===== config.mk =====
export PLATFORM = sky130hd
export DESIGN_NAME = utf8_to_ucs2_stream_decoder_top
export DESIGN_NICKNAME = d
export VERILOG_FILES = /design/src/u8dec_pkg.sv /design/src/u8dec_front.sv /design/src/u8dec_queue.sv /design/src/u8dec_back.sv /design/src/utf8_to_ucs2_stream_decoder_top.sv
export SDC_FILE = /design/constraint.sdc
export NUM_CORES = 1
export LEC_CHECK = 0
export CAP_MARGIN = 20
export CORE_AREA = 2 2 146 148
export CTS_BUF_LIST = sky130_fd_sc_hd__clkbuf_8
export CTS_CLUSTER_DIAMETER = 60
export DETAILED_ROUTE_END_ITERATION = 12
export DIE_AREA = 0 0 148 150
export DONT_BUFFER_PORTS = 1
export PLACE_DENSITY_LB_ADDON = 0.15
export SYNTH_ARGS = -nofsm -noshare
export SYNTH_HDL_FRONTEND = slang
export SYNTH_SLANG_ARGS = --single-unit

===== constraint.sdc =====
create_clock -name clock -period 10.15 [get_ports clock]
set_input_delay 1.5225 -clock clock [delete_from_list [all_inputs] [get_ports clock]]
set_output_delay 1.5225 -clock clock [all_outputs]
set_load 0.03 [all_outputs]

===== src/u8dec_pkg.sv =====
// shared types and constants of the utf-8 to 16-bit character decoder
package u8dec_pkg;

   localparam int OUT_W       = 32;
   localparam int CHAR_W      = 16;
   localparam int QUEUE_DEPTH = 2;

   localparam logic [OUT_W-1:0]  OUT_MAX       = 32'hFFFF_FFFF;
   localparam logic [CHAR_W-1:0] MIN_TWO_BYTE  = 16'h0080;
   localparam logic [CHAR_W-1:0] MIN_THREE_BYTE = 16'h0800;

   localparam logic [7:0] ASCII_MASK = 8'h80;
   localparam logic [7:0] ASCII_CODE = 8'h00;
   localparam logic [7:0] CONT_MASK  = 8'hC0;
   localparam logic [7:0] CONT_CODE  = 8'h80;
   localparam logic [7:0] LEAD2_MASK = 8'hE0;
   localparam logic [7:0] LEAD2_CODE = 8'hC0;
   localparam logic [7:0] LEAD3_MASK = 8'hF0;
   localparam logic [7:0] LEAD3_CODE = 8'hE0;
   localparam logic [7:0] LEAD4_MASK = 8'hF8;
   localparam logic [7:0] LEAD4_CODE = 8'hF0;

   typedef enum logic [2:0] {
      KIND_ASCII   = 3'd0,
      KIND_LEAD2   = 3'd1,
      KIND_LEAD3   = 3'd2,
      KIND_LEAD4   = 3'd3,
      KIND_CONT    = 3'd4,
      KIND_INVALID = 3'd5
   } byte_kind_type;

   typedef enum logic [3:0] {
      SEQ_NONE  = 4'b0001,
      SEQ_TWO   = 4'b0010,
      SEQ_THREE = 4'b0100,
      SEQ_FOUR  = 4'b1000
   } seq_len_type;

   typedef struct packed {
      logic [7:0] data_byte;
      logic       last;
   } u8dec_req_type;

   typedef struct packed {
      logic              char_valid;
      logic [CHAR_W-1:0] character;
      logic              done_res;
      logic [OUT_W-1:0]  bytes_consumed;
      logic [OUT_W-1:0]  characters_made;
   } u8dec_rsp_type;

   typedef struct packed {
      byte_kind_type kind;
      logic [6:0]    bits;
      logic          last;
   } u8dec_item_type;

   function automatic logic [2:0] seq_bytes(input seq_len_type len);
      logic [2:0] n;
      case (len)
         SEQ_TWO:   n = 3'd2;
         SEQ_THREE: n = 3'd3;
         SEQ_FOUR:  n = 3'd4;
         default:   n = 3'd1;
      endcase
      return n;
   endfunction

endpackage


===== src/u8dec_front.sv =====
// front end: accepts input bytes and classifies them for the queue
module u8dec_front (
   input  logic                    req_valid,
   output logic                    req_ready,
   input  u8dec_pkg::u8dec_req_type req_data,
   input  logic                    queue_full,
   output logic                    push,
   output u8dec_pkg::u8dec_item_type push_item
);
   import u8dec_pkg::*;

   byte_kind_type kind;

   always_comb begin
      if ((req_data.data_byte & ASCII_MASK) == ASCII_CODE) begin
         kind = KIND_ASCII;
      end else if ((req_data.data_byte & CONT_MASK) == CONT_CODE) begin
         kind = KIND_CONT;
      end else if ((req_data.data_byte & LEAD2_MASK) == LEAD2_CODE) begin
         kind = KIND_LEAD2;
      end else if ((req_data.data_byte & LEAD3_MASK) == LEAD3_CODE) begin
         kind = KIND_LEAD3;
      end else if ((req_data.data_byte & LEAD4_MASK) == LEAD4_CODE) begin
         kind = KIND_LEAD4;
      end else begin
         kind = KIND_INVALID;
      end
   end

   assign req_ready      = !queue_full;
   assign push           = req_valid && !queue_full;
   assign push_item.kind = kind;
   assign push_item.bits = req_data.data_byte[6:0];
   assign push_item.last = req_data.last;

endmodule


===== src/u8dec_queue.sv =====
// short queue of classified bytes between front and back
module u8dec_queue (
   input  logic                      clock,
   input  logic                      reset,
   input  logic                      push,
   input  u8dec_pkg::u8dec_item_type push_item,
   input  logic                      pop,
   output logic                      full,
   output logic                      not_empty,
   output u8dec_pkg::u8dec_item_type head_item
);
   import u8dec_pkg::*;

   localparam int PTR_W = (QUEUE_DEPTH > 1) ? $clog2(QUEUE_DEPTH) : 1;
   localparam int CNT_W = $clog2(QUEUE_DEPTH + 1);

   u8dec_item_type   entries_ff [QUEUE_DEPTH];
   logic [PTR_W-1:0] wr_ptr_ff, wr_ptr_in;
   logic [PTR_W-1:0] rd_ptr_ff, rd_ptr_in;
   logic [CNT_W-1:0] count_ff, count_in;

   assign full      = (count_ff == CNT_W'(QUEUE_DEPTH));
   assign not_empty = (count_ff != '0);
   assign head_item = entries_ff[rd_ptr_ff];

   always_comb begin
      wr_ptr_in = push ? wr_ptr_ff + PTR_W'(1) : wr_ptr_ff;
      rd_ptr_in = pop ? rd_ptr_ff + PTR_W'(1) : rd_ptr_ff;
      count_in  = count_ff;
      if (push && !pop) begin
         count_in = count_ff + CNT_W'(1);
      end else if (!push && pop) begin
         count_in = count_ff - CNT_W'(1);
      end
   end

   always_ff @(posedge clock) begin
      if (reset) begin
         wr_ptr_ff <= '0;
         rd_ptr_ff <= '0;
         count_ff  <= '0;
      end else begin
         wr_ptr_ff <= wr_ptr_in;
         rd_ptr_ff <= rd_ptr_in;
         count_ff  <= count_in;
      end
   end

   always_ff @(posedge clock) begin
      if (push) begin
         entries_ff[wr_ptr_ff] <= push_item;
      end
   end

endmodule


===== src/u8dec_back.sv =====
// back end: sequence decoding, counters and the result register
module u8dec_back #(
   parameter int COUNT_WIDTH = 32
) (
   input  logic                      clock,
   input  logic                      reset,
   input  logic [31:0]               max_chars,
   input  logic                      item_valid,
   input  u8dec_pkg::u8dec_item_type item,
   output logic                      item_pop,
   output logic                      rsp_valid,
   input  logic                      rsp_ready,
   output u8dec_pkg::u8dec_rsp_type  rsp_data
);
   import u8dec_pkg::*;

   localparam int CMP_W = (COUNT_WIDTH > OUT_W) ? COUNT_WIDTH : OUT_W;

   logic [COUNT_WIDTH-1:0] committed_ff, committed_in;
   logic [COUNT_WIDTH-1:0] emitted_ff, emitted_in;
   seq_len_type            seq_ff, seq_in;
   logic [1:0]             rem_ff, rem_in;
   logic [CHAR_W-1:0]      partial_ff, partial_in;
   logic                   stopped_ff, stopped_in;
   logic                   rsp_valid_ff;
   u8dec_rsp_type          rsp_data_ff, rsp_in;

   logic                   at_cap;
   logic                   emit;
   logic                   commit;
   logic [2:0]             commit_n;
   logic [CHAR_W-1:0]      ch;
   logic [CHAR_W-1:0]      shifted;
   logic [COUNT_WIDTH:0]   commit_sum;
   logic [COUNT_WIDTH:0]   emit_sum;
   logic [COUNT_WIDTH-1:0] committed_next;
   logic [COUNT_WIDTH-1:0] emitted_next;
   logic                   has_result;

   assign item_pop   = item_valid && (!rsp_valid_ff || rsp_ready);
   assign at_cap     = CMP_W'(emitted_ff) >= CMP_W'(max_chars);
   assign shifted    = {partial_ff[9:0], item.bits[5:0]};
   assign commit_sum = {1'b0, committed_ff} + (COUNT_WIDTH + 1)'(commit_n);
   assign emit_sum   = {1'b0, emitted_ff} + (COUNT_WIDTH + 1)'(1);

   always_comb begin
      seq_in     = seq_ff;
      rem_in     = rem_ff;
      partial_in = partial_ff;
      stopped_in = stopped_ff;
      emit       = 1'b0;
      commit     = 1'b0;
      commit_n   = 3'd0;
      ch         = '0;
      if (!stopped_ff) begin
         if (seq_ff == SEQ_NONE) begin
            if (at_cap) begin
               stopped_in = 1'b1;
            end else begin
               unique case (item.kind)
                  KIND_ASCII: begin
                     emit     = 1'b1;
                     ch       = CHAR_W'(item.bits);
                     commit   = 1'b1;
                     commit_n = seq_bytes(SEQ_NONE);
                  end
                  KIND_LEAD2: begin
                     seq_in     = SEQ_TWO;
                     rem_in     = 2'd1;
                     partial_in = CHAR_W'(item.bits[4:0]);
                  end
                  KIND_LEAD3: begin
                     seq_in     = SEQ_THREE;
                     rem_in     = 2'd2;
                     partial_in = CHAR_W'(item.bits[3:0]);
                  end
                  KIND_LEAD4: begin
                     seq_in     = SEQ_FOUR;
                     rem_in     = 2'd3;
                     partial_in = '0;
                  end
                  default: begin
                     stopped_in = 1'b1;
                  end
               endcase
               if (!stopped_in && seq_in != SEQ_NONE && item.last) begin
                  stopped_in = 1'b1;
               end
            end
         end else if (seq_ff != SEQ_FOUR && item.kind != KIND_CONT) begin
            stopped_in = 1'b1;
         end else begin
            if (seq_ff != SEQ_FOUR) begin
               partial_in = shifted;
            end
            rem_in = rem_ff - 2'd1;
            if (rem_in != 2'd0) begin
               if (item.last) begin
                  stopped_in = 1'b1;
               end
            end else if (seq_ff == SEQ_TWO && partial_in < MIN_TWO_BYTE) begin
               stopped_in = 1'b1;
            end else if (seq_ff == SEQ_THREE && partial_in < MIN_THREE_BYTE) begin
               stopped_in = 1'b1;
            end else begin
               commit   = 1'b1;
               commit_n = seq_bytes(seq_ff);
               if (seq_ff != SEQ_FOUR) begin
                  emit = 1'b1;
                  ch   = partial_in;
               end
               seq_in     = SEQ_NONE;
               partial_in = '0;
            end
         end
      end
      // buffer end returns to the idle state
      if (item.last) begin
         seq_in     = SEQ_NONE;
         rem_in     = 2'd0;
         partial_in = '0;
         stopped_in = 1'b0;
      end
   end

   always_comb begin
      committed_next = committed_ff;
      emitted_next   = emitted_ff;
      if (commit) begin
         committed_next = commit_sum[COUNT_WIDTH] ? '1 : commit_sum[COUNT_WIDTH-1:0];
      end
      if (emit) begin
         emitted_next = emit_sum[COUNT_WIDTH] ? '1 : emit_sum[COUNT_WIDTH-1:0];
      end
   end

   always_comb begin
      has_result          = emit || item.last;
      rsp_in.char_valid   = emit;
      rsp_in.character    = ch;
      rsp_in.done_res     = item.last;
      rsp_in.bytes_consumed  = '0;
      rsp_in.characters_made = '0;
      if (item.last) begin
         rsp_in.bytes_consumed = (CMP_W'(committed_next) > CMP_W'(OUT_MAX)) ?
                                 OUT_MAX : OUT_W'(CMP_W'(committed_next));
         rsp_in.characters_made = (CMP_W'(emitted_next) > CMP_W'(OUT_MAX)) ?
                                  OUT_MAX : OUT_W'(CMP_W'(emitted_next));
      end
      committed_in = committed_next;
      emitted_in   = emitted_next;
      if (item.last) begin
         committed_in = '0;
         emitted_in   = '0;
      end
   end

   always_ff @(posedge clock) begin
      if (reset) begin
         committed_ff <= '0;
         emitted_ff   <= '0;
         seq_ff       <= SEQ_NONE;
         rem_ff       <= 2'd0;
         partial_ff   <= '0;
         stopped_ff   <= 1'b0;
      end else if (item_pop) begin
         committed_ff <= committed_in;
         emitted_ff   <= emitted_in;
         seq_ff       <= seq_in;
         rem_ff       <= rem_in;
         partial_ff   <= partial_in;
         stopped_ff   <= stopped_in;
      end
   end

   always_ff @(posedge clock) begin
      if (reset) begin
         rsp_valid_ff <= 1'b0;
      end else if (item_pop && has_result) begin
         rsp_valid_ff <= 1'b1;
      end else if (rsp_ready) begin
         rsp_valid_ff <= 1'b0;
      end
   end

   always_ff @(posedge clock) begin
      if (item_pop && has_result) begin
         rsp_data_ff <= rsp_in;
      end
   end

   assign rsp_valid = rsp_valid_ff;
   assign rsp_data  = rsp_data_ff;

   assert property (@(posedge clock) disable iff (reset)
      rsp_valid_ff |-> (rsp_data_ff.char_valid || rsp_data_ff.done_res))
      else $error("result register holds a transaction with nothing to report");

   assert property (@(posedge clock) disable iff (reset)
      (rsp_valid_ff && !rsp_data_ff.char_valid) |-> (rsp_data_ff.character == '0))
      else $error("character not zero without a decoded character");

   assert property (@(posedge clock) disable iff (reset)
      (rsp_valid_ff && !rsp_data_ff.done_res) |->
      (rsp_data_ff.bytes_consumed == '0 && rsp_data_ff.characters_made == '0))
      else $error("counts reported before buffer end");

   assert property (@(posedge clock) disable iff (reset)
      (seq_ff == SEQ_NONE) |-> (rem_ff == 2'd0))
      else $error("continuation bytes expected with no open sequence");

   assert property (@(posedge clock) disable iff (reset)
      (item_pop && item.last) |=>
      (committed_ff == '0 && emitted_ff == '0 && !stopped_ff && seq_ff == SEQ_NONE))
      else $error("state not cleared after buffer end");

endmodule


===== src/utf8_to_ucs2_stream_decoder_top.sv =====
// top level of the utf-8 to 16-bit character stream decoder
// Decodes one UTF-8 byte per transaction into 16-bit characters; a transaction on rsp_ carries
// a character, the byte and character counts on the byte flagged last, or both. The block
// sustains one byte per clock while rsp_ is not stalled: the front classifies each byte into a
// two-entry queue and the back updates the sequence state and saturating counters. The result
// register loads at the edge that pops the byte from the queue, so a byte passes through its
// queue entry and then the result register before rsp_valid rises. A stall on rsp_ fills the
// queue and then drops req_ready. The user writes max_characters through csr_wr_en/csr_wr_data
// only while no buffer is in flight; the block does not enforce this. It resets to all ones.
module utf8_to_ucs2_stream_decoder_top #(
   parameter int COUNT_WIDTH = 32
) (
   input  logic                     clock,
   input  logic                     reset,
   input  logic                     req_valid,
   output logic                     req_ready,
   input  u8dec_pkg::u8dec_req_type req_data,
   output logic                     rsp_valid,
   input  logic                     rsp_ready,
   output u8dec_pkg::u8dec_rsp_type rsp_data,
   input  logic                     csr_wr_en,
   input  logic [31:0]              csr_wr_data
);
   import u8dec_pkg::*;

   logic [OUT_W-1:0] max_chars_ff;
   logic             push;
   logic             pop;
   logic             queue_full;
   logic             queue_not_empty;
   u8dec_item_type   push_item;
   u8dec_item_type   head_item;

   always_ff @(posedge clock) begin
      if (reset) begin
         max_chars_ff <= OUT_MAX;
      end else if (csr_wr_en) begin
         max_chars_ff <= csr_wr_data;
      end
   end

   u8dec_front u_front (
      .req_valid  (req_valid),
      .req_ready  (req_ready),
      .req_data   (req_data),
      .queue_full (queue_full),
      .push       (push),
      .push_item  (push_item)
   );

   u8dec_queue u_queue (
      .clock     (clock),
      .reset     (reset),
      .push      (push),
      .push_item (push_item),
      .pop       (pop),
      .full      (queue_full),
      .not_empty (queue_not_empty),
      .head_item (head_item)
   );

   u8dec_back #(
      .COUNT_WIDTH (COUNT_WIDTH)
   ) u_back (
      .clock      (clock),
      .reset      (reset),
      .max_chars  (max_chars_ff),
      .item_valid (queue_not_empty),
      .item       (head_item),
      .item_pop   (pop),
      .rsp_valid  (rsp_valid),
      .rsp_ready  (rsp_ready),
      .rsp_data   (rsp_data)
   );

endmodule


==> flow_summary.yaml, run 1 <==
cts:
  hold_buffers: 0
  cts_max_path_buffers: 3
  ctsRootBufferMaster: "clkbuf_8"
  clkTransAtPathRegs_ns: 0.06
  clk_latency_ns: 0.54
  cts_tree: "yes"
  htreeDepth: 2
  post_cts_resized: 0
  numCtsBuffers: 38
  post_cts_buffers: 0
  cts_sinks: 223
setup_path:
  cp_slowest_stage_delay_ns: 0.58
  worstSetupStartpointType: "flip-flop"
  slowest_stage: "nor2_2"
  end_kind: "flip-flop"
  cp.required_ns: 10.49
  timing.critical_path.buf_inv: 1
  crit_type: "reg2reg"
  arrival_ns: 5.65
  crit_chain: "inv_1 > ha_1 > nand2b_1 > a2111oi_2 > a2111oi_2 > o41ai_4 > a21boi_4 > a21oi_1 > ha_1 > fa_1 > a21oi_1 > nor4_4 > nand3_2 > nor2_2 > nor2_2 > a211oi_1"
  cp_max_fo: 21
  crit_family: "compound AO/OA/AOI/OAI gates"
synth:
  syn-cell-area_mm2: 0.0112
  synth-seq-cells: 223
  synth.most_common_cell: "a21oi_1"
  synthCells: 1151
  synth_ff_type: "dfxtp_1"
  yosysTopAreaCellShare: 0.278
  ys_top_cells_by_count: "a21oi_1, dfxtp_1, nand2_1"
  synth-async-reset-ratio: 0
  yosys_warnings: 0
  synthTopCellsByArea: "edfxtp_1, dfxtp_1, a21oi_1, ha_1, a311oi_1"
  synth-edff-count: 104
  yosys.area.top_type: "edfxtp_1"
  syn_area_per_cell_um2: 9.76
  synth_cell_type_count: 85
  synth_nets: 1236
  ys_seq_area_frac: 0.490
grt:
  antenna_found_initial: 0
  grt_pass1_vias: 8468
  grt-ovfl-total: 0
  grtUsageTotal: 0.252
  grt_max_degree: 72
  grt_pass1_wl_um: 45300
place:
  post-place-ws_ns: 4.91
  placed_cell_area_mm2: 0.0113
  port-buffer-count: 0
  hpwl_um: 18600
  gp_congestion: 0.914
sta:
  setup_viol: 0
  hold_viol_final: 0
  skew_ns: 0.0197
  setup_ws_ns: 4.84
  fmaxAchievable_ghz: 0.188
  period_needed_ns: 5.31
  setup_tns_ns: 0
  rsz0062_at_grt: "false"
  worstMarginPinSlew_ns: 1.14
  drv_slew: 0
  hold_ws_ns: 0.487
  fin_crit_sh: 0.523
  relSlewSlack: 0.240
floorplan:
  start_util: 0.543
  dieArea_mm2: 0.0222
  core-area_mm2: 0.0207
  io_pins: 130
  die_w_um: 148
  core.rowCount: 53
  die_height_um: 150
routing:
  via_per_inst: 6.32
  wl_met2_um: 12300
  dr.max_layer_used: "met4"
  antenna_left: 0
  wl_um: 28200
  wl_met1_um: 13200
  post-route-drc-count: 0
  post_drt_wl_per_cell_um: 19.7
  vias: 9075
  met3_length_um: 2080
  drt_iter0_markers: 894
  drt_first_pass_iters: 5
layout:
  seqCellArea_mm2: 0.00551
  final_area_mm2: 0.0121
  drive_above_1_share: 0.0870
  area_growth_pct: 7.72
  antenna_cells: 0
  nNetsFinal: 1216
  fillCellCount: 1845
  multi_input_area_mm2: 0.00522
outcome:
  status: "complete, no violations"
job:
  maxCapViolations: 0
power_and_ir_drop:
  power_leakage_nw: 4.46
  p_per_area_mw_per_mm2: 250
  total_power_mw: 3.03
  ir_worst_vdd_mv: 0.232
hold_path:
  holdCritPathClass: "reg2reg"
[per-layer routing]
metal / up-vias / global-route usage
met5: - / 0
met3: 57 / 0.0613
li1: 4369 / -
met2: 360 / 0.384
met4: 0 / 0.0757
met1: 4289 / 0.358
[cells by family after synthesis]
kind of cell    count (synthesis)  share of synthesized area
xor+xnor                        6                    0.00468
fa+ha+maj                      39                     0.0441
flops                         223                      0.490
simple gates                  381                      0.175
compound gates                368                      0.228
mux                            12                     0.0107
buf+inv                       122                     0.0473
[layout make-up]
class | instances | area share
flip-flops and latches | 223 | 0.455
multi-input cells | 806 | 0.432
clock buffers | 43 | 0.0489
well taps | 275 | 0.0284
inverters | 54 | 0.0169
clock inverters | 27 | 0.0142
repair buffers | 8 | 0.00496
[worst min-delay path, stage by stage, from the launching register on]
cell and delay (ns):
dfxtp_1 0.29, inv_1 0.07, o211ai_1 0.08
[report_power, final]
group	internal, mW	switching, mW
combinational	0.207	0.567
sequential	1.16	0.293
clock	0.441	0.364
total	1.81	1.22
[sequential cells by signal (all words and copies together), names as in the netlist, named ones only]
signal	flops
max_chars_ff	32
u_back.committed_ff	32
u_back.emitted_ff	32
u_back.partial_ff	10
u_back.rem_ff	2
u_back.rsp_data	82
u_back.rsp_valid	1
u_back.seq_ff	4
u_back.stopped_ff	1
u_queue.count_ff	2
u_queue.entries_ff	22
u_queue.rd_ptr_ff	1
u_queue.wr_ptr_ff	1
[final timing paths]
check	start	to	slack, ns	depth (start not counted)
worst max register to register	u_back.emitted_ff[0]$_SDFFE_PP0P_	u_back.rsp_data[53]$_SDFFCE_PN0P_	4.84	16
worst min register to register	max_chars_ff[23]$_SDFFE_PP1P_	max_chars_ff[23]$_SDFFE_PP1P_	0.49	2
worst min-delay path	max_chars_ff[23]$_SDFFE_PP1P_	max_chars_ff[23]$_SDFFE_PP1P_	0.49	2
worst max-delay path	u_back.emitted_ff[0]$_SDFFE_PP0P_	u_back.rsp_data[53]$_SDFFCE_PN0P_	4.84	16
[cell usage in the layout, fill, tap and decap left out, types with 11 or more instances in the layout]
cell type and count:
a31oi_1 12, o211ai_1 31, edfxtp_1 104, and4_1 12, and2_1 16, mux2i_1 11, a21oi_1 137, clkbuf_8 43
o21ai_0 24, a211oi_1 50, dfxtp_1 119, nor4_1 12, ha_1 38, nand4_1 16, nand3_1 29, a311oi_1 49
nor3_1 43, nor2_1 64, inv_1 68, and3_1 29, nand2_1 107
[stage by stage]
| step | instances | utilization |
|---|---|---|
| finish | 1436 | 0.585 |
| global route | 1436 | 0.585 |
| CTS | 1436 | 0.585 |
| detailed placement | 1366 | 0.548 |
| global placement | 1366 | 0.548 |
| floorplan | 1151 | - |
Power figures use the tool's default switching activity.
==> inputs of run 2 (changes only) <==
--- a/config.mk
+++ b/config.mk
@@ -5,12 +5,13 @@
 export SDC_FILE = /design/constraint.sdc
 export NUM_CORES = 1
 export LEC_CHECK = 0
+export ABC_AREA = 1
 export CAP_MARGIN = 20
-export CORE_AREA = 2 2 146 148
+export CORE_AREA = 2 2 157 159
 export CTS_BUF_LIST = sky130_fd_sc_hd__clkbuf_8
 export CTS_CLUSTER_DIAMETER = 60
 export DETAILED_ROUTE_END_ITERATION = 12
-export DIE_AREA = 0 0 148 150
+export DIE_AREA = 0 0 159 161
 export DONT_BUFFER_PORTS = 1
 export PLACE_DENSITY_LB_ADDON = 0.15
 export SYNTH_ARGS = -nofsm -noshare
==> constraint.sdc (replaced) <==
create_clock -name clock -period 4.35 [get_ports clock]
set_input_delay 0.6525 -clock clock [delete_from_list [all_inputs] [get_ports clock]]
set_output_delay 0.6525 -clock clock [all_outputs]
set_load 0.03 [all_outputs]
==> run 2 against run 1 <==
Wire length increased by 21%. Die area increased by 15%. Flip-flop and latch count increased by 6. Largest power group unchanged.
==> flow_summary.yaml, run 2 <==
place:
  gp_congestion: 0.927
  hpwl_um: 23000
  port-buffer-count: 0
  dp.cells: 2027
synth:
  yosys.area.top_type: "edfxtp_1"
  synth-async-reset-ratio: 0
  synth-seq-cells: 229
  synth.most_common_cell: "nand2_1"
  synth_ff_type: "dfxtp_1"
  synthTopCellsByArea: "edfxtp_1, dfxtp_1, nand2_1, a21oi_1, nand3_1"
  syn_area_per_cell_um2: 7.41
  synthCells: 1751
  ys_seq_area_frac: 0.434
  syn-cell-area_mm2: 0.0130
  synth-edff-count: 104
  yosysTopAreaCellShare: 0.241
  ys_top_cells_by_count: "nand2_1, a21oi_1, nand3_1"
  synth_cell_type_count: 47
  yosys_warnings: 0
  synth_nets: 1836
floorplan:
  io_pins: 130
  dieArea_mm2: 0.0256
  core-area_mm2: 0.0240
  die_height_um: 161
  start_util: 0.541
  core.rowCount: 57
  die_w_um: 159
cts:
  clk_latency_ns: 0.56
  cts_sinks: 229
  htreeDepth: 2
  cts_max_path_buffers: 3
  numCtsBuffers: 41
  cts_tree: "yes"
  clkTransAtPathRegs_ns: 0.06
  ctsRootBufferMaster: "clkbuf_8"
layout:
  largest_reg_flops: 82
  drive_above_1_share: 0.108
  fin_util: 0.590
  area_growth_pct: 9.08
  mostFrequentLayoutCell: "nand2_1"
  antenna_cells: 0
  nNetsFinal: 1835
  final_cell_mix: "nand2_1, a21oi_1, nand3_1"
  instances_no_fill: 2105
grt:
  grt_max_degree: 106
  grt-ovfl-total: 0
  grt_pass1_wl_um: 55000
  antenna_found_initial: 0
  grt_pass1_vias: 10723
  grtUsageTotal: 0.262
routing:
  wl_um: 34200
  post-route-drc-count: 0
  post_drt_wl_per_cell_um: 16.2
  vias: 11612
  drt_first_pass_iters: 5
  via_per_inst: 5.52
  drt_iter0_markers: 990
  antenna_left: 0
power_and_ir_drop:
  p_per_area_mw_per_mm2: 584
  power_frac_comb: 0.308
  ir_worst_vdd_mv: 0.426
  p_sw_mw: 3.68
  p_sw_frac: 0.445
  total_power_mw: 8.27
  clock_power_share: 0.246
  seqPwrFrac: 0.446
  power_leakage_nw: 6.03
  intPower_mw: 4.59
outcome:
  status: "complete, no violations"
setup_path:
  arrival_ns: 4.22
  worstSetupStartpointType: "flip-flop"
  end_kind: "flip-flop"
  cp.required_ns: 4.60
  cp_max_fo: 33
  crit_type: "reg2reg"
sta:
  hold_ws_ns: 0.179
  setup_viol: 0
  hold_viol_final: 0
  fin_crit_sh: 0.912
  fmaxAchievable_ghz: 0.252
  setup_tns_ns: 0
  rsz0062_at_grt: "false"
  period_needed_ns: 3.97
  drv_slew: 0
  worstMarginPinSlew_ns: 1.01
  relSlewSlack: 0.326
  skew_ns: 0.0213
job:
  maxCapViolations: 0
hold_path:
  holdCritPathClass: "in2reg"
[run 2: cell types whose count changed in the layout (fill, tap and decap cells not counted), sizes merged, moves of 49 or more]
| cell | before | now |
|---|---|---|
| nand3 | 31 | 184 |
| o21ai | 27 | 82 |
| inv | 70 | 171 |
| a21oi | 140 | 203 |
| a211oi | 50 | 1 |
| nand2 | 107 | 514 |
| a311oi | 49 | 0 |
| nor2 | 70 | 121 |
[run 2: worst paths after layout]
path                                 startpoint                            endpoint  slack (ns)  cells after the start
min                                       reset       u_back.rsp_valid$_SDFFE_PP0P_        0.18                      1
max reg2reg       u_back.seq_ff[1]$_SDFFE_PP0P_   u_back.rsp_data[49]$_SDFFCE_PN0P_        0.38                     21
min reg2reg  u_back.partial_ff[13]$_SDFFE_PP0P_  u_back.partial_ff[13]$_SDFFE_PP0P_        0.46                      2
max               u_back.seq_ff[1]$_SDFFE_PP0P_   u_back.rsp_data[49]$_SDFFCE_PN0P_        0.38                     21
[run 2: what timing repair did]
item / in CTS / in global routing
resized for setup: 0 / 9
endpoints found under the setup margin: 0 / 64
buffers inserted: 0 / 2
hold buffers: 0 / 0
[run 2: power by group through the flow]
stage | clock, mW | combinational, mW | sequential [mW]
after floorplan | 0 | 1.90 | 3.67
after global placement | 0 | 2.39 | 3.74
after detailed placement | 0 | 2.42 | 3.74
after CTS | 2.09 | 2.43 | 3.70
after global routing | 2.18 | 2.79 | 3.73
final | 2.04 | 2.54 | 3.69
[run 2: metal layers]
metal	GRT usage	vias up	share of wire
met2	0.419	401	0.45
met5	0	-	0
li1	-	5834	-
met1	0.358	5313	0.45
met3	0.0534	64	0.073
met4	0.0868	0	0.028
[run 2: metrics by stage]
step	instance area [um2]	worst slack (ns)
after floorplan	13000	0.580
after global placement	13200	0.124
after detailed placement	13200	0.126
after CTS	14100	0.0896
after global routing	14100	0.0118
final	14100	0.382
[run 2: cells by family (layout without fill, tap and decap cells)]
logic type,Yosys count,after routing,synth area share
muxes,3,3,0.00251
and+or+nand+nor,922,922,0.316
xor gates and xnor gates,15,15,0.0101
buffers and inverters,242,272,0.0786
AOI/OAI and AO/OA,301,301,0.121
adders and majority gates,39,39,0.0382
DFF,229,229,0.434
[run 2: cell type report]
cell class                 count  area [um2]
clock buffer                  45         619
clock inverter                29         203
fill                        2278        9810
inverter                     159         598
multi-input combinational   1280        6370
sequential                   229        5630
tap                          324         405
timing repair buffer          39         328
[run 2: worst max-delay path, cell delays in order, from the launching register on]
cell and delay (ns):
dfxtp_1 0.37, nor2_4 0.25, nand2_4 0.21, nand2_2 0.12, nand2_1 0.07, inv_1 0.11, nand2_1 0.06, nor2_1 0.18
o21ai_2 0.12, nand4_2 0.12, buf_8 0.25, nor2_1 0.13, fa_1 0.50, a21oi_1 0.20, nor2_2 0.08, nand2_1 0.12
nor2_1 0.09, nand3b_1 0.11, buf_4 0.23, nand3_1 0.11, nand3_1 0.14, a21oi_1 0.09
==> inputs of run 3 (changes only) <==
==> constraint.sdc (replaced) <==
create_clock -name clock -period 3.7 [get_ports clock]
set_input_delay 0.555 -clock clock [delete_from_list [all_inputs] [get_ports clock]]
set_output_delay 0.555 -clock clock [all_outputs]
set_load 0.03 [all_outputs]
==> run 3 against run 2 <==
Non-clock buffer count rose by 45. Register-to-register slack got worse by 0.25 ns. Utilization rose by 2.6 points. Clock-buffer cell count fell by 3. Fmax rose by 11%. Clock power rose by 6%. Die area did not move. Flip-flop and latch count did not move. Combinational power rose by 24%. Sequential power rose by 17%. Largest cell class unchanged.
==> flow_summary.yaml, run 3 (synthesis gave the netlist of run 2 again) <==
grt:
  grt_pass1_vias: 11095
  grtUsageTotal: 0.272
  grt.met1_usage: 0.371
  antenna_found_initial: 0
  grt_max_degree: 106
  grt_pass1_wl_um: 56900
  globalRoute.busiestLayer: "met2"
  grt-ovfl-total: 0
  grtUsageMet3: 0.0421
  grt_util_met2: 0.449
setup_path:
  arrival_ns: 3.82
  crit_chain: "nor2_4 > buf_6 > buf_12 > nand3_1 > nand2_2 > nand2_2 > nor2_2 > o21ai_2 > nand4_2 > a211oi_2 > ha_2 > fa_2 > a21oi_2 > nor2_2 > nand2_1 > nor2_2 > nand3b_1 > buf_4 > clkbuf_16 > nand2_1 > nand3_1 > a21oi_2"
  crit_top_cell: "nor2_2"
  cp_max_fo: 6
  cp_slowest_stage_delay_ns: 0.38
  cp-startpoint: "u_back.seq_ff[1]$_SDFFE_PP0P_"
  end_kind: "flip-flop"
  slowest_stage: "fa_2"
  cp.required_ns: 3.95
  worstSetupStartpointType: "flip-flop"
  timing.critical_path.buf_inv: 4
  crit_type: "reg2reg"
  crit_family: "simple AND/OR/NAND/NOR gates"
  timing.rr.start: "u_back.seq_ff[1]$_SDFFE_PP0P_"
power_and_ir_drop:
  ir_worst_vdd_mv: 0.492
  p_per_area_mw_per_mm2: 654
  clock_power_share: 0.224
  p_sw_frac: 0.454
  intPower_mw: 5.27
  p_sw_mw: 4.39
  seqPwrFrac: 0.448
  power_leakage_nw: 6.28
  power_frac_comb: 0.328
  total_power_mw: 9.66
place:
  hpwl_um: 24100
  port-buffer-count: 0
  gp_congestion: 0.949
  dp.cells: 2058
  placed_cell_area_mm2: 0.0135
  post-place-ws_ns: -0.0695
cts:
  ctsRootBufferMaster: "clkbuf_8"
  cts_tree: "yes"
  clk_latency_ns: 0.55
  htreeDepth: 2
  numCtsBuffers: 39
  cts_max_path_buffers: 3
  cts_sinks: 229
  clkTransAtPathRegs_ns: 0.06
  hold_buffers: 0
floorplan:
  die_w_um: 159
  dieArea_mm2: 0.0256
  core-area_mm2: 0.0240
  start_util: 0.541
  die_height_um: 161
  core.rowCount: 57
  io_pins: 130
layout:
  final_area_mm2: 0.0148
  area_growth_pct: 13.8
  fillCellCount: 2242
  instances_no_fill: 2148
  mostFrequentLayoutCell: "nand2_1"
  fin_util: 0.616
  nNetsFinal: 1879
  drive_above_1_share: 0.167
  antenna_cells: 0
  final_cell_mix: "nand2_1, a21oi_1, nand3_1"
  largest_reg_flops: 82
sta:
  setup_ws_ns: 0.127
  fin_crit_sh: 0.966
  hold_viol_final: 0
  relSlewSlack: 0.352
  worstMarginPinSlew_ns: 0.968
  rsz0062_at_grt: "true"
  drv_slew: 0
  setup_viol: 0
  skew_ns: 0.0232
  fmaxAchievable_ghz: 0.280
  period_needed_ns: 3.57
routing:
  post_drt_wl_per_cell_um: 16.5
  antenna_left: 0
  via_per_inst: 5.53
  wl_um: 35400
  post-route-drc-count: 0
  vias: 11874
  drt_iter0_markers: 993
  drt_first_pass_iters: 5
outcome:
  status: "complete, no violations"
hold_path:
  holdCritPathClass: "in2reg"
  hp-start: "reset"
job:
  maxCapViolations: 0
==> run 3: worst paths after layout <==
kind | slack (ns) | depth (start not counted) | to
worst max-delay path | 0.13 | 22 | u_back.rsp_data[34]$_SDFFCE_PN0P_
worst min-delay path | 0.07 | 1 | u_back.rsp_valid$_SDFFE_PP0P_
worst max register to register | 0.13 | 22 | u_back.rsp_data[34]$_SDFFCE_PN0P_
worst min register to register | 0.46 | 2 | u_back.partial_ff[15]$_SDFFE_PP0P_
==> run 3: per-layer routing <==
metal  vias up  routed length [um]
met5         -                   0
met4         0                 950
met3        77                2020
met2       359               16200
met1      5538               16300
li1       5900                   -
==> run 3: final cells by class <==
| class | count | area, um2 | area share |
|---|---|---|---|
| inverter | 159 | 598 | 0.0405 |
| clock buffer | 42 | 578 | 0.0391 |
| multi-input combinational | 1281 | 6710 | 0.454 |
| sequential | 229 | 5630 | 0.382 |
| clock inverter | 29 | 158 | 0.0107 |
| timing repair buffer | 84 | 682 | 0.0462 |
| tap | 324 | 405 | 0.0275 |
==> run 3: stage by stage <==
step           TNS [ns]  hold WS (ns)
2_1_floorplan         0         0.426
3_3_place_gp    -0.0630         0.438
3_5_place_dp     -0.125         0.453
4_1_cts               0        0.0451
5_1_grt           -2.68        0.0471
6_report              0        0.0746
==> run 3: what timing repair did <==
item                       in CTS  in global routing
setup buffers                   0                 16
setup endpoints to repair       7                 64
gates cloned                    0                  3
pin swaps                       0                 18
gates resized for setup         2                 87
==> run 3: power groups by stage <==
stage                     Combinational, mW  Sequential [mW]  Clock (mW)
after detailed placement               2.93             4.38           0
after CTS                              2.94             4.34        2.22
after global placement                 2.88             4.37           0
after floorplan                        2.23             4.31           0
final                                  3.16             4.33        2.16
after global routing                   3.48             4.39        2.32
